## src/design/rit_pkg.sv

```systemverilog
`timescale 1ns / 1ps
package rit_pkg;

  typedef logic [3:0] opcode_t;
  typedef logic [3:0] status_t;
  typedef logic [2:0] thr_state_t;
  typedef logic [2:0] wake_t;

  localparam opcode_t OP_CREATE       = 4'd0;
  localparam opcode_t OP_CREATE_ADM   = 4'd1;
  localparam opcode_t OP_START        = 4'd2;
  localparam opcode_t OP_EXIT         = 4'd3;
  localparam opcode_t OP_SEND         = 4'd4;
  localparam opcode_t OP_RECEIVE      = 4'd5;
  localparam opcode_t OP_REPLY        = 4'd6;
  localparam opcode_t OP_CANCEL_CALL  = 4'd7;
  localparam opcode_t OP_CANCEL_RECV  = 4'd8;
  localparam opcode_t OP_EXPIRE_RECV  = 4'd9;
  localparam opcode_t OP_TAKE_EXPIRY  = 4'd10;

  localparam status_t ST_OK           = 4'd0;
  localparam status_t ST_INVALID      = 4'd1;
  localparam status_t ST_EXISTS       = 4'd2;
  localparam status_t ST_FULL         = 4'd3;
  localparam status_t ST_UNKNOWN      = 4'd4;
  localparam status_t ST_NOT_RUNNABLE = 4'd5;
  localparam status_t ST_SELF         = 4'd6;
  localparam status_t ST_NOT_WAITING  = 4'd7;
  localparam status_t ST_NOT_AWAITING = 4'd8;

  localparam thr_state_t TS_ADMITTED  = 3'd0;
  localparam thr_state_t TS_READY     = 3'd1;
  localparam thr_state_t TS_SEND_BLK  = 3'd2;
  localparam thr_state_t TS_REPLY_BLK = 3'd3;
  localparam thr_state_t TS_RECV_BLK  = 3'd4;

  localparam wake_t WK_NONE        = 3'd0;
  localparam wake_t WK_PEER_EXITED = 3'd1;
  localparam wake_t WK_RETIRED     = 3'd2;
  localparam wake_t WK_DEADLINE    = 3'd3;
  localparam wake_t WK_REPLIED     = 3'd4;

endpackage

```

## src/design/rendezvous_ipc_thread_table.sv

```systemverilog
`timescale 1ns / 1ps
// each input word runs a lookup scan over every slot of the slot ram, a decide step,
// then a read-modify-write sweep over the slot ram and a finish step; one word is in
// work at a time, and the next input word is taken while a finished result still
// waits in the output register
// rst_n (synchronous, active low) clears the slot valid bits, the live count,
// fallback priority and the handshake state; slot ram contents need no clearing
module rendezvous_ipc_thread_table #(
  parameter int SLOT_COUNT = 16,
  parameter int ID_BITS    = 16,
  localparam int CNT_W  = $clog2(SLOT_COUNT + 1),
  localparam int IN_W   = 4 + 2 * ID_BITS + 8,
  localparam int IN_DW  = ((IN_W + 7) / 8) * 8,
  localparam int OUT_W  = 4 + ID_BITS + CNT_W + 1 + 3 + 3 + 8 + 8 + CNT_W,
  localparam int OUT_DW = ((OUT_W + 7) / 8) * 8
) (
  input  logic              clk,
  input  logic              rst_n,
  // opcode, thread_a, thread_b, priority_req
  input  logic [IN_DW-1:0]  in_tdata,
  input  logic              in_tvalid,
  output logic              in_tready,
  // status, result_thread, released_count, expiry_taken, thread_state,
  // wake_reason, base_priority, effective_priority, live_threads
  output logic [OUT_DW-1:0] out_tdata,
  output logic              out_tvalid,
  input  logic              out_tready,
  input  logic              cfg_wr_en,
  input  logic [7:0]        cfg_wr_data
);
  import rit_pkg::*;

  localparam int IDX_W = $clog2(SLOT_COUNT);

  // one slot record as held in the ram; occupancy lives in valid_r
  typedef struct packed {
    logic [ID_BITS-1:0] id;
    thr_state_t         state;
    logic [ID_BITS-1:0] partner;
    wake_t              wake;
    logic [7:0]         base;
  } rec_t;

  localparam int REC_W = $bits(rec_t);

  // sequencer phases
  typedef enum logic [4:0] {
    PH_IDLE   = 5'b00001,
    PH_SCAN   = 5'b00010,
    PH_DECIDE = 5'b00100,
    PH_SWEEP  = 5'b01000,
    PH_FIN    = 5'b10000
  } phase_t;

  phase_t phase_r, phase_nxt;

  // latched input word
  opcode_t            op_r;
  logic [ID_BITS-1:0] a_r, b_r;
  logic [7:0]         prio_r;

  logic [7:0]         fallback_r;
  logic [CNT_W-1:0]   live_r;
  logic [SLOT_COUNT-1:0] valid_r;

  // slot counter and read pipeline
  logic [CNT_W-1:0] cnt_r;
  logic             proc_vld_r;
  logic [IDX_W-1:0] proc_idx_r;
  logic             rd_en;
  logic             pass_done;

  // lookup results of the scan pass
  logic fa_r, fb_r, ffree_r, fsnd_r;
  logic [IDX_W-1:0] sa_r, sb_r, free_r, snd_r;
  rec_t ra_r, rb_r;
  logic [ID_BITS-1:0] snd_id_r;

  // decisions taken between the passes
  status_t            dec_status_r, d_status;
  logic [ID_BITS-1:0] dec_rt_r, d_rt;
  logic               dec_tk_r, d_tk;
  logic               wa_en_r, d_wa_en, wa_used_r, d_wa_used;
  rec_t               wa_rec_r, d_wa_rec;
  logic               wb_en_r, d_wb_en;
  rec_t               wb_rec_r, d_wb_rec;
  logic               ws_en_r, d_ws_en;
  logic               wn_en_r, d_wn_en;
  rec_t               wn_rec_r, d_wn_rec;
  logic               ex_en_r, d_ex_en;
  logic [CNT_W-1:0]   d_live;
  logic               deliver;

  // sweep accumulators
  logic [CNT_W-1:0] rel_r;
  logic             ffin_r;
  rec_t             rfin_r;
  logic [7:0]       maxo_r;

  // output register
  logic [OUT_W-1:0] out_word_r;
  logic             out_vld_r;

  rec_t ram_rdata_rec;
  logic [REC_W-1:0] ram_rdata;
  rec_t o, n;
  logic used, n_used, wake_hit;

  logic a_zero, b_zero;
  logic [7:0] eff;

  assign a_zero = (a_r == '0);
  assign b_zero = (b_r == '0);

  assign in_tready  = (phase_r == PH_IDLE);
  assign out_tvalid = out_vld_r;
  assign out_tdata  = OUT_DW'(out_word_r);

  assign rd_en     = ((phase_r == PH_SCAN) || (phase_r == PH_SWEEP)) &&
                     (cnt_r < CNT_W'(SLOT_COUNT));
  assign pass_done = (cnt_r == CNT_W'(SLOT_COUNT)) && !proc_vld_r;

  assign ram_rdata_rec = rec_t'(ram_rdata);
  assign used = valid_r[proc_idx_r];
  // a slot that is not occupied reads as all zeros
  assign o = used ? ram_rdata_rec : rec_t'('0);

  rit_ram #(
    .WIDTH (REC_W),
    .DEPTH (SLOT_COUNT)
  ) u_slot_ram (
    .clk   (clk),
    .we    ((phase_r == PH_SWEEP) && proc_vld_r),
    .waddr (proc_idx_r),
    .wdata (n),
    .re    (rd_en),
    .raddr (cnt_r[IDX_W-1:0]),
    .rdata (ram_rdata)
  );

  // new value of the slot under the sweep
  always_comb begin
    n        = o;
    n_used   = used;
    wake_hit = 1'b0;
    // exit releases every thread blocked on the leaving one
    if (ex_en_r && used && (o.id != a_r) && (o.partner == a_r) &&
        ((o.state == TS_SEND_BLK) || (o.state == TS_REPLY_BLK) ||
         (o.state == TS_RECV_BLK))) begin
      n.state   = TS_READY;
      n.partner = '0;
      n.wake    = WK_PEER_EXITED;
      wake_hit  = 1'b1;
    end
    if (wa_en_r && (proc_idx_r == sa_r)) begin
      n      = wa_rec_r;
      n_used = wa_used_r;
    end
    if (wb_en_r && (proc_idx_r == sb_r)) begin
      n = wb_rec_r;
    end
    if (ws_en_r && (proc_idx_r == snd_r)) begin
      n.state = TS_REPLY_BLK;
    end
    if (wn_en_r && (proc_idx_r == free_r)) begin
      n      = wn_rec_r;
      n_used = 1'b1;
    end
  end

  // operation decode on the scanned records
  always_comb begin
    d_status  = ST_OK;
    d_rt      = '0;
    d_tk      = 1'b0;
    d_wa_en   = 1'b0;
    d_wa_used = 1'b1;
    d_wa_rec  = ra_r;
    d_wb_en   = 1'b0;
    d_wb_rec  = rb_r;
    d_ws_en   = 1'b0;
    d_wn_en   = 1'b0;
    d_wn_rec  = '{id: a_r, state: TS_READY, partner: '0, wake: WK_NONE, base: prio_r};
    d_ex_en   = 1'b0;
    d_live    = live_r;
    deliver   = fb_r && (rb_r.state == TS_RECV_BLK) && (rb_r.partner == '0);
    unique case (op_r) inside
      OP_CREATE, OP_CREATE_ADM: begin
        if (a_zero) d_status = ST_INVALID;
        else if (fa_r) d_status = ST_EXISTS;
        else if (!ffree_r) d_status = ST_FULL;
        else begin
          d_wn_en = 1'b1;
          d_wn_rec.state = (op_r == OP_CREATE) ? TS_READY : TS_ADMITTED;
          d_live = live_r + 1'b1;
        end
      end
      OP_START: begin
        if (!fa_r) d_status = ST_UNKNOWN;
        else if (ra_r.state != TS_ADMITTED) d_status = ST_NOT_RUNNABLE;
        else begin
          d_wa_en = 1'b1;
          d_wa_rec.state = TS_READY;
        end
      end
      OP_EXIT: begin
        if (!fa_r) d_status = ST_UNKNOWN;
        else begin
          d_ex_en   = 1'b1;
          d_wa_en   = 1'b1;
          d_wa_used = 1'b0;
          d_wa_rec  = '0;
          d_live    = live_r - 1'b1;
        end
      end
      OP_SEND: begin
        if (a_zero || b_zero) d_status = ST_INVALID;
        else if (a_r == b_r) d_status = ST_SELF;
        else if (!fa_r || !fb_r) d_status = ST_UNKNOWN;
        else if (ra_r.state != TS_READY) d_status = ST_NOT_RUNNABLE;
        else begin
          d_wa_en = 1'b1;
          d_wa_rec.wake    = WK_NONE;
          d_wa_rec.partner = b_r;
          d_wa_rec.state   = deliver ? TS_REPLY_BLK : TS_SEND_BLK;
          if (deliver) begin
            d_wb_en = 1'b1;
            d_wb_rec.state   = TS_READY;
            d_wb_rec.partner = a_r;
          end
        end
      end
      OP_RECEIVE: begin
        if (a_zero) d_status = ST_INVALID;
        else if (!fa_r) d_status = ST_UNKNOWN;
        else if (ra_r.state != TS_READY) d_status = ST_NOT_RUNNABLE;
        else begin
          d_wa_en = 1'b1;
          d_wa_rec.wake = WK_NONE;
          if (ra_r.partner != '0) begin
            d_rt = ra_r.partner;
            d_wa_rec.partner = '0;
          end else if (fsnd_r) begin
            d_ws_en = 1'b1;
            d_rt    = snd_id_r;
          end else begin
            d_wa_rec.state = TS_RECV_BLK;
          end
        end
      end
      OP_REPLY: begin
        if (a_zero || b_zero) d_status = ST_INVALID;
        else if (a_r == b_r) d_status = ST_SELF;
        else if (!fa_r || !fb_r) d_status = ST_UNKNOWN;
        else if ((rb_r.state != TS_REPLY_BLK) || (rb_r.partner != a_r))
          d_status = ST_NOT_AWAITING;
        else begin
          d_wb_en = 1'b1;
          d_wb_rec.state   = TS_READY;
          d_wb_rec.partner = '0;
          d_wb_rec.wake    = WK_REPLIED;
        end
      end
      OP_CANCEL_CALL: begin
        if (a_zero || b_zero) d_status = ST_INVALID;
        else if (!fa_r || !fb_r) d_status = ST_UNKNOWN;
        else if (!(((ra_r.state == TS_SEND_BLK) || (ra_r.state == TS_REPLY_BLK)) &&
                   (ra_r.partner == b_r))) d_status = ST_NOT_WAITING;
        else begin
          d_wa_en = 1'b1;
          d_wa_rec.state   = TS_READY;
          d_wa_rec.partner = '0;
          d_wa_rec.wake    = WK_RETIRED;
          // server still holds the undelivered call: drop it
          if ((rb_r.state == TS_READY) && (rb_r.partner == a_r)) begin
            d_wb_en = 1'b1;
            d_wb_rec.partner = '0;
          end
        end
      end
      OP_CANCEL_RECV, OP_EXPIRE_RECV: begin
        if (a_zero) d_status = ST_INVALID;
        else if (!fa_r) d_status = ST_UNKNOWN;
        else if ((ra_r.state != TS_RECV_BLK) || (ra_r.partner != '0))
          d_status = ST_NOT_WAITING;
        else begin
          d_wa_en = 1'b1;
          d_wa_rec.state = TS_READY;
          d_wa_rec.wake  = (op_r == OP_CANCEL_RECV) ? WK_RETIRED : WK_DEADLINE;
        end
      end
      OP_TAKE_EXPIRY: begin
        if (a_zero) d_status = ST_INVALID;
        else if (!fa_r) d_status = ST_UNKNOWN;
        else if (ra_r.wake == WK_DEADLINE) begin
          d_wa_en = 1'b1;
          d_wa_rec.wake = WK_NONE;
          d_tk = 1'b1;
        end
      end
      default: begin
        // query, also for the unused opcodes
        if (!fa_r) d_status = ST_UNKNOWN;
        else d_rt = ra_r.partner;
      end
    endcase
  end

  // effective priority of thread_a after the step
  always_comb begin
    if (!ffin_r) eff = fallback_r;
    else if (maxo_r > rfin_r.base) eff = maxo_r;
    else eff = rfin_r.base;
  end

  always_comb begin
    phase_nxt = phase_r;
    unique case (phase_r)
      PH_IDLE:   if (in_tvalid) phase_nxt = PH_SCAN;
      PH_SCAN:   if (pass_done) phase_nxt = PH_DECIDE;
      PH_DECIDE: phase_nxt = PH_SWEEP;
      PH_SWEEP:  if (pass_done) phase_nxt = PH_FIN;
      PH_FIN:    if (!out_vld_r || out_tready) phase_nxt = PH_IDLE;
      default:   phase_nxt = PH_IDLE;
    endcase
  end

  // control state
  always_ff @(posedge clk) begin
    if (!rst_n) begin
      phase_r    <= PH_IDLE;
      fallback_r <= '0;
      live_r     <= '0;
      valid_r    <= '0;
      cnt_r      <= '0;
      proc_vld_r <= 1'b0;
      out_vld_r  <= 1'b0;
    end else begin
      phase_r    <= phase_nxt;
      proc_vld_r <= rd_en;
      if (cfg_wr_en) fallback_r <= cfg_wr_data;
      if (rd_en) cnt_r <= cnt_r + 1'b1;
      else if ((phase_r == PH_DECIDE) || (phase_r == PH_IDLE)) cnt_r <= '0;
      if (phase_r == PH_DECIDE) live_r <= d_live;
      if ((phase_r == PH_SWEEP) && proc_vld_r) valid_r[proc_idx_r] <= n_used;
      if ((phase_r == PH_FIN) && (!out_vld_r || out_tready)) out_vld_r <= 1'b1;
      else if (out_vld_r && out_tready) out_vld_r <= 1'b0;
    end
  end

  // payload and datapath registers
  always_ff @(posedge clk) begin
    proc_idx_r <= cnt_r[IDX_W-1:0];
    if (in_tvalid && in_tready) begin
      op_r    <= in_tdata[3:0];
      a_r     <= in_tdata[4 +: ID_BITS];
      b_r     <= in_tdata[4 + ID_BITS +: ID_BITS];
      prio_r  <= in_tdata[4 + 2 * ID_BITS +: 8];
      fa_r    <= 1'b0;
      fb_r    <= 1'b0;
      ffree_r <= 1'b0;
      fsnd_r  <= 1'b0;
      ra_r    <= '0;
      rb_r    <= '0;
    end
    if ((phase_r == PH_SCAN) && proc_vld_r) begin
      if (used && !a_zero && (o.id == a_r)) begin
        fa_r <= 1'b1;
        sa_r <= proc_idx_r;
        ra_r <= o;
      end
      if (used && !b_zero && (o.id == b_r)) begin
        fb_r <= 1'b1;
        sb_r <= proc_idx_r;
        rb_r <= o;
      end
      if (!used && !ffree_r) begin
        ffree_r <= 1'b1;
        free_r  <= proc_idx_r;
      end
      // first sender blocked on thread_a, in slot order
      if (used && (o.state == TS_SEND_BLK) && (o.partner == a_r) && !fsnd_r) begin
        fsnd_r   <= 1'b1;
        snd_r    <= proc_idx_r;
        snd_id_r <= o.id;
      end
    end
    if (phase_r == PH_DECIDE) begin
      dec_status_r <= d_status;
      dec_rt_r     <= d_rt;
      dec_tk_r     <= d_tk;
      wa_en_r      <= d_wa_en;
      wa_used_r    <= d_wa_used;
      wa_rec_r     <= d_wa_rec;
      wb_en_r      <= d_wb_en;
      wb_rec_r     <= d_wb_rec;
      ws_en_r      <= d_ws_en;
      wn_en_r      <= d_wn_en;
      wn_rec_r     <= d_wn_rec;
      ex_en_r      <= d_ex_en;
      rel_r        <= '0;
      ffin_r       <= 1'b0;
      rfin_r       <= '0;
      maxo_r       <= '0;
    end
    if ((phase_r == PH_SWEEP) && proc_vld_r) begin
      if (wake_hit) rel_r <= rel_r + 1'b1;
      // inheritance over the updated table
      if (n_used && !a_zero && (n.id == a_r)) begin
        ffin_r <= 1'b1;
        rfin_r <= n;
      end else if (n_used && (n.partner == a_r) && (n.base > maxo_r) &&
                   ((n.state == TS_SEND_BLK) || (n.state == TS_REPLY_BLK))) begin
        maxo_r <= n.base;
      end
    end
    if ((phase_r == PH_FIN) && (!out_vld_r || out_tready)) begin
      out_word_r <= {live_r, eff, rfin_r.base, rfin_r.wake, rfin_r.state,
                     dec_tk_r, rel_r, dec_rt_r, dec_status_r};
    end
  end

endmodule

```

## src/design/rit_ram.sv

```systemverilog
`timescale 1ns / 1ps
module rit_ram #(
  parameter int WIDTH = 8,
  parameter int DEPTH = 16
) (
  input  logic                     clk,
  input  logic                     we,
  input  logic [$clog2(DEPTH)-1:0] waddr,
  input  logic [WIDTH-1:0]         wdata,
  input  logic                     re,
  input  logic [$clog2(DEPTH)-1:0] raddr,
  output logic [WIDTH-1:0]         rdata
);

  logic [WIDTH-1:0] mem [DEPTH];

  always_ff @(posedge clk) begin
    if (we) begin
      mem[waddr] <= wdata;
    end
    if (re) begin
      rdata <= mem[raddr];
    end
  end

endmodule

```

## config.mk

```make
export PLATFORM = sky130hd
export DESIGN_NAME = rendezvous_ipc_thread_table
export DESIGN_NICKNAME = d
export VERILOG_FILES = /design/src/design/rit_pkg.sv /design/src/design/rendezvous_ipc_thread_table.sv /design/src/design/rit_ram.sv
export SDC_FILE = /design/constraint.sdc
export NUM_CORES = 2
export LEC_CHECK = 0
export ABC_CLOCK_PERIOD_IN_PS = 5800
export BUFFER_PORTS_ARGS = -buffer_cell sky130_fd_sc_hd__buf_2
export CORE_AREA = 2 2 308 310
export CTS_CLUSTER_DIAMETER = 60
export DETAILED_ROUTE_END_ITERATION = 8
export DIE_AREA = 0 0 310 312
export PLACE_DENSITY_LB_ADDON = 0.05
export REMOVE_ABC_BUFFERS = 1
export SKIP_CTS_REPAIR_TIMING = 1
export SYNTH_ARGS = -nofsm -noshare
export SYNTH_HDL_FRONTEND = slang
export SYNTH_HIERARCHICAL = 1
export SYNTH_SLANG_ARGS = --single-unit
```

## constraint.sdc

```tcl
create_clock -name clk -period 5.8 [get_ports clk]
set_clock_uncertainty 0.15 [all_clocks]
set_input_delay 0.87 -clock clk [delete_from_list [all_inputs] [get_ports clk]]
set_output_delay 0.87 -clock clk [all_outputs]
set_load 0.05 [all_outputs]
```

==> flow_metrics.tcl <==
set metrics [dict create \
    dieArea_sq_um 96700 \
    multi_input_area_sq_um 14900 \
    drtAntennaViolNets 0 \
    wl_per_cell_microns 30.7 \
    critPathLaunchType "flip-flop" \
    synth_edf_count 1055 \
    max_cap_violations 0 \
    design_area_sq_um 57900 \
    clkTransAtPathRegs_ns 0.06 \
    p_per_area_nw_per_um2 317 \
    p_leak_uw 0.0191 \
    fillers 6979 \
    vias 32600 \
    dp_hpwl_microns 94800 \
    place_congestion 0.987 \
    final_common_cell "edfxtp_1" \
    max_freq_mhz 183 \
    drtPass1Iterations 6 \
    die_h_microns 312 \
    cts_tree "done" \
    layout_min_cycle_time_ns 5.45 \
    slew_viol_final 0 \
    setup_viol 0 \
    cp.required_ns 6.27 \
    coreArea_sq_um 93000 \
    clk_latency_ns 0.76 \
    yosys_warnings 6 \
    routed_via_density 6.58 \
    timing.final.crit_share_pct 94.0 \
    finalNetCount 3670 \
    synth_area_leaders "edfxtp_1 62%, mux4_2 8.1%, dfxtp_1 6.6%" \
    drc 0 \
    yosysUniqueCellTypes 91 \
    synth_top_area_share_pct 61.9 \
    seq_area_sq_um 35100 \
    io_buffers 111 \
    hold_path.class "input pin to flip-flop" \
    netlist_area_sq_um 51200 \
    ys_seq_area_share_pct 68.5 \
    placed_area_sq_um 53500 \
    cts_sinks 1224 \
    grt_util_met1_pct 47.0 \
    grt_pass1_wl_microns 218000 \
    endpoint_kind "flip-flop" \
    synthToLayoutAreaGrowth_pct 13.1 \
    initial_utilization_pct 55.0 \
    drt-total-wl_microns 152000 \
    busiest_layer "met2" \
    rsz0062_at_grt "no" \
    pin_count 119 \
    use_met3_pct 4.75 \
    layout-drive-gt1-share_pct 18.8 \
    grt_pass1_vias 31300 \
    worstPathArrival_ns 5.92 \
    worst_pin_slew_ns 1.40 \
    worst-path-max-fanout 11 \
    drt_iter0_markers 4335 \
    grt_util_met2_pct 47.8 \
    grt_usage_pct 31.5 \
    htreeDepth 4 \
    outcome "finished, final reports clean" \
    clock_path_buffers 3 \
    grt_antenna_before_repair 7 \
    synth_area_leader_cell "edfxtp_1" \
    synth_ff_type "edfxtp_1" \
    finalPower_uw 18300 \
    slew_headroom_pct 6.52 \
    numCtsBuffers 132 \
    final_cell_mix "1055 x edfxtp_1, 214 x nand2_1, 185 x mux4_2" \
    ys_ff_latch 1224 \
    ir_drop_mv 0.319 \
    synth.avg_cell_area_sq_um 14.8 \
    netlist_instances 3446 \
    grt_remaining_overflow 0 \
    placementRows 112 \
    hold_violations 0 \
    ctsRootBufferMaster "clkbuf_16" \
    worstSetupPathType "flip-flop to flip-flop" \
    die_w_microns 310 \
    synthArstFlopShare_pct 0 \
    grt_max_degree 94 \
]
-- state kept, by name (all words and copies together), names as in the netlist, 16 cells and up --
register / count
a_r: 16
b_r: 16
d_wb_rec: 24
dec_rt_r: 16
out_word_r: 53
ra_r: 46
rb_r: 22
snd_id_r: 16
u_slot_ram/mem: 736
u_slot_ram/rdata: 46
valid_r: 16
wa_rec_r: 46
wb_rec_r: 46
wn_rec_r: 25
-- path summary, 6_finish.rpt --
kind,depth (start not counted),from,slack [ns],endpoint
max,22,proc_idx_r[3],0.35,maxo_r[3]
min,1,in_tdata[17],0.14,a_r[13]
max reg2reg,22,proc_idx_r[3],0.35,maxo_r[3]
min reg2reg,0,dec_rt_r[9],0.27,out_word_r[13]
-- cell families after synthesis --
family,Yosys count,synth area share [%]
other,1,0.00733
AND/OR/NAND/NOR,872,8.54
XOR/XNOR,92,1.58
multiplexers,231,9.08
adder cells (fa/ha/maj),23,0.577
AO/OA/AOI/OAI,668,8.88
flip-flops,1224,68.5
buffers and inverters,335,2.80
-- Yosys cell counts, types with 10 or more instances --
cell type / number
a21boi_0: 14
a21o_1: 14
a21oi_1: 83
a22o_1: 33
a22oi_1: 119
a311oi_1: 10
a31oi_1: 37
and2_1: 15
and3_1: 23
buf_1: 35
buf_2: 18
buf_4: 16
buf_6: 12
clkbuf_1: 166
dfxtp_1: 169
edfxtp_1: 1055
ha_1: 22
inv_1: 87
mux2i_1: 35
mux4_2: 185
nand2_1: 216
nand2b_1: 19
nand3_1: 185
nand4_1: 23
nor2_1: 166
nor2b_1: 56
nor3_1: 51
nor4_1: 37
nor4b_1: 20
o2111ai_1: 13
o211ai_1: 19
o21ai_0: 142
o21ai_1: 36
o22ai_1: 20
o31ai_1: 12
o32ai_1: 16
xnor2_1: 50
xor2_1: 42
-- report_power, final --
part	internal [uW]	switching [uW]
sequential	9500	116
combinational	185	317
clock	4740	3490
-- per-stage QoR --
step | hold WS (ns) | TNS (ns) | instances | setup WS, ns | util [%]
after detailed placement | 0.255 | 0 | 4704 | 0.0828 | 57.5
after global placement | 0.251 | 0 | 4704 | 0.0590 | 57.5
after floorplan | 0.250 | -180.42 | 3201 | -3.16 | -
after CTS | 0.0922 | 0 | 4941 | 0.0713 | 62.1
after global routing | 0.106 | 0 | 4944 | 0.00219 | 62.2
final | 0.136 | 0 | 4944 | 0.348 | 62.2
-- metal layers --
metal / up-vias / routed length [microns]
met2: 1722 / 70100
met1: 16700 / 63800
met5: - / 8
met3: 278 / 12700
met4: 2 / 4950
li1: 13800 / -
-- area by class of cell --
type	count	area share, %
diodes	1	0.00433
clock buffers	177	6.31
clock inverters	60	1.07
inverters	88	0.580
multi-input cells	1889	25.8
flip-flops and latches	1224	60.6
well taps	1254	2.71
repair buffers	251	2.93
-- critical path, stage by stage, from the launching register on --
cell and delay (ns):
dfxtp_2 0.40, mux2_2 0.36, mux4_2 0.55, nor2b_2 0.21, nor2_4 0.11, nand2_1 0.14, o211ai_1 0.10, o21ai_0 0.11
nor2_1 0.06, a21oi_1 0.22, inv_1 0.10, ha_1 0.30, nand4_1 0.11, o21ai_0 0.19, a21oi_1 0.19, and4_1 0.21
nand4_1 0.07, or4_1 0.54, nor4_1 0.19, o2111ai_1 0.14, or4_1 0.51, buf_4 0.24, mux2i_1 0.13
Note: power is estimated with default switching activity, not from simulation.
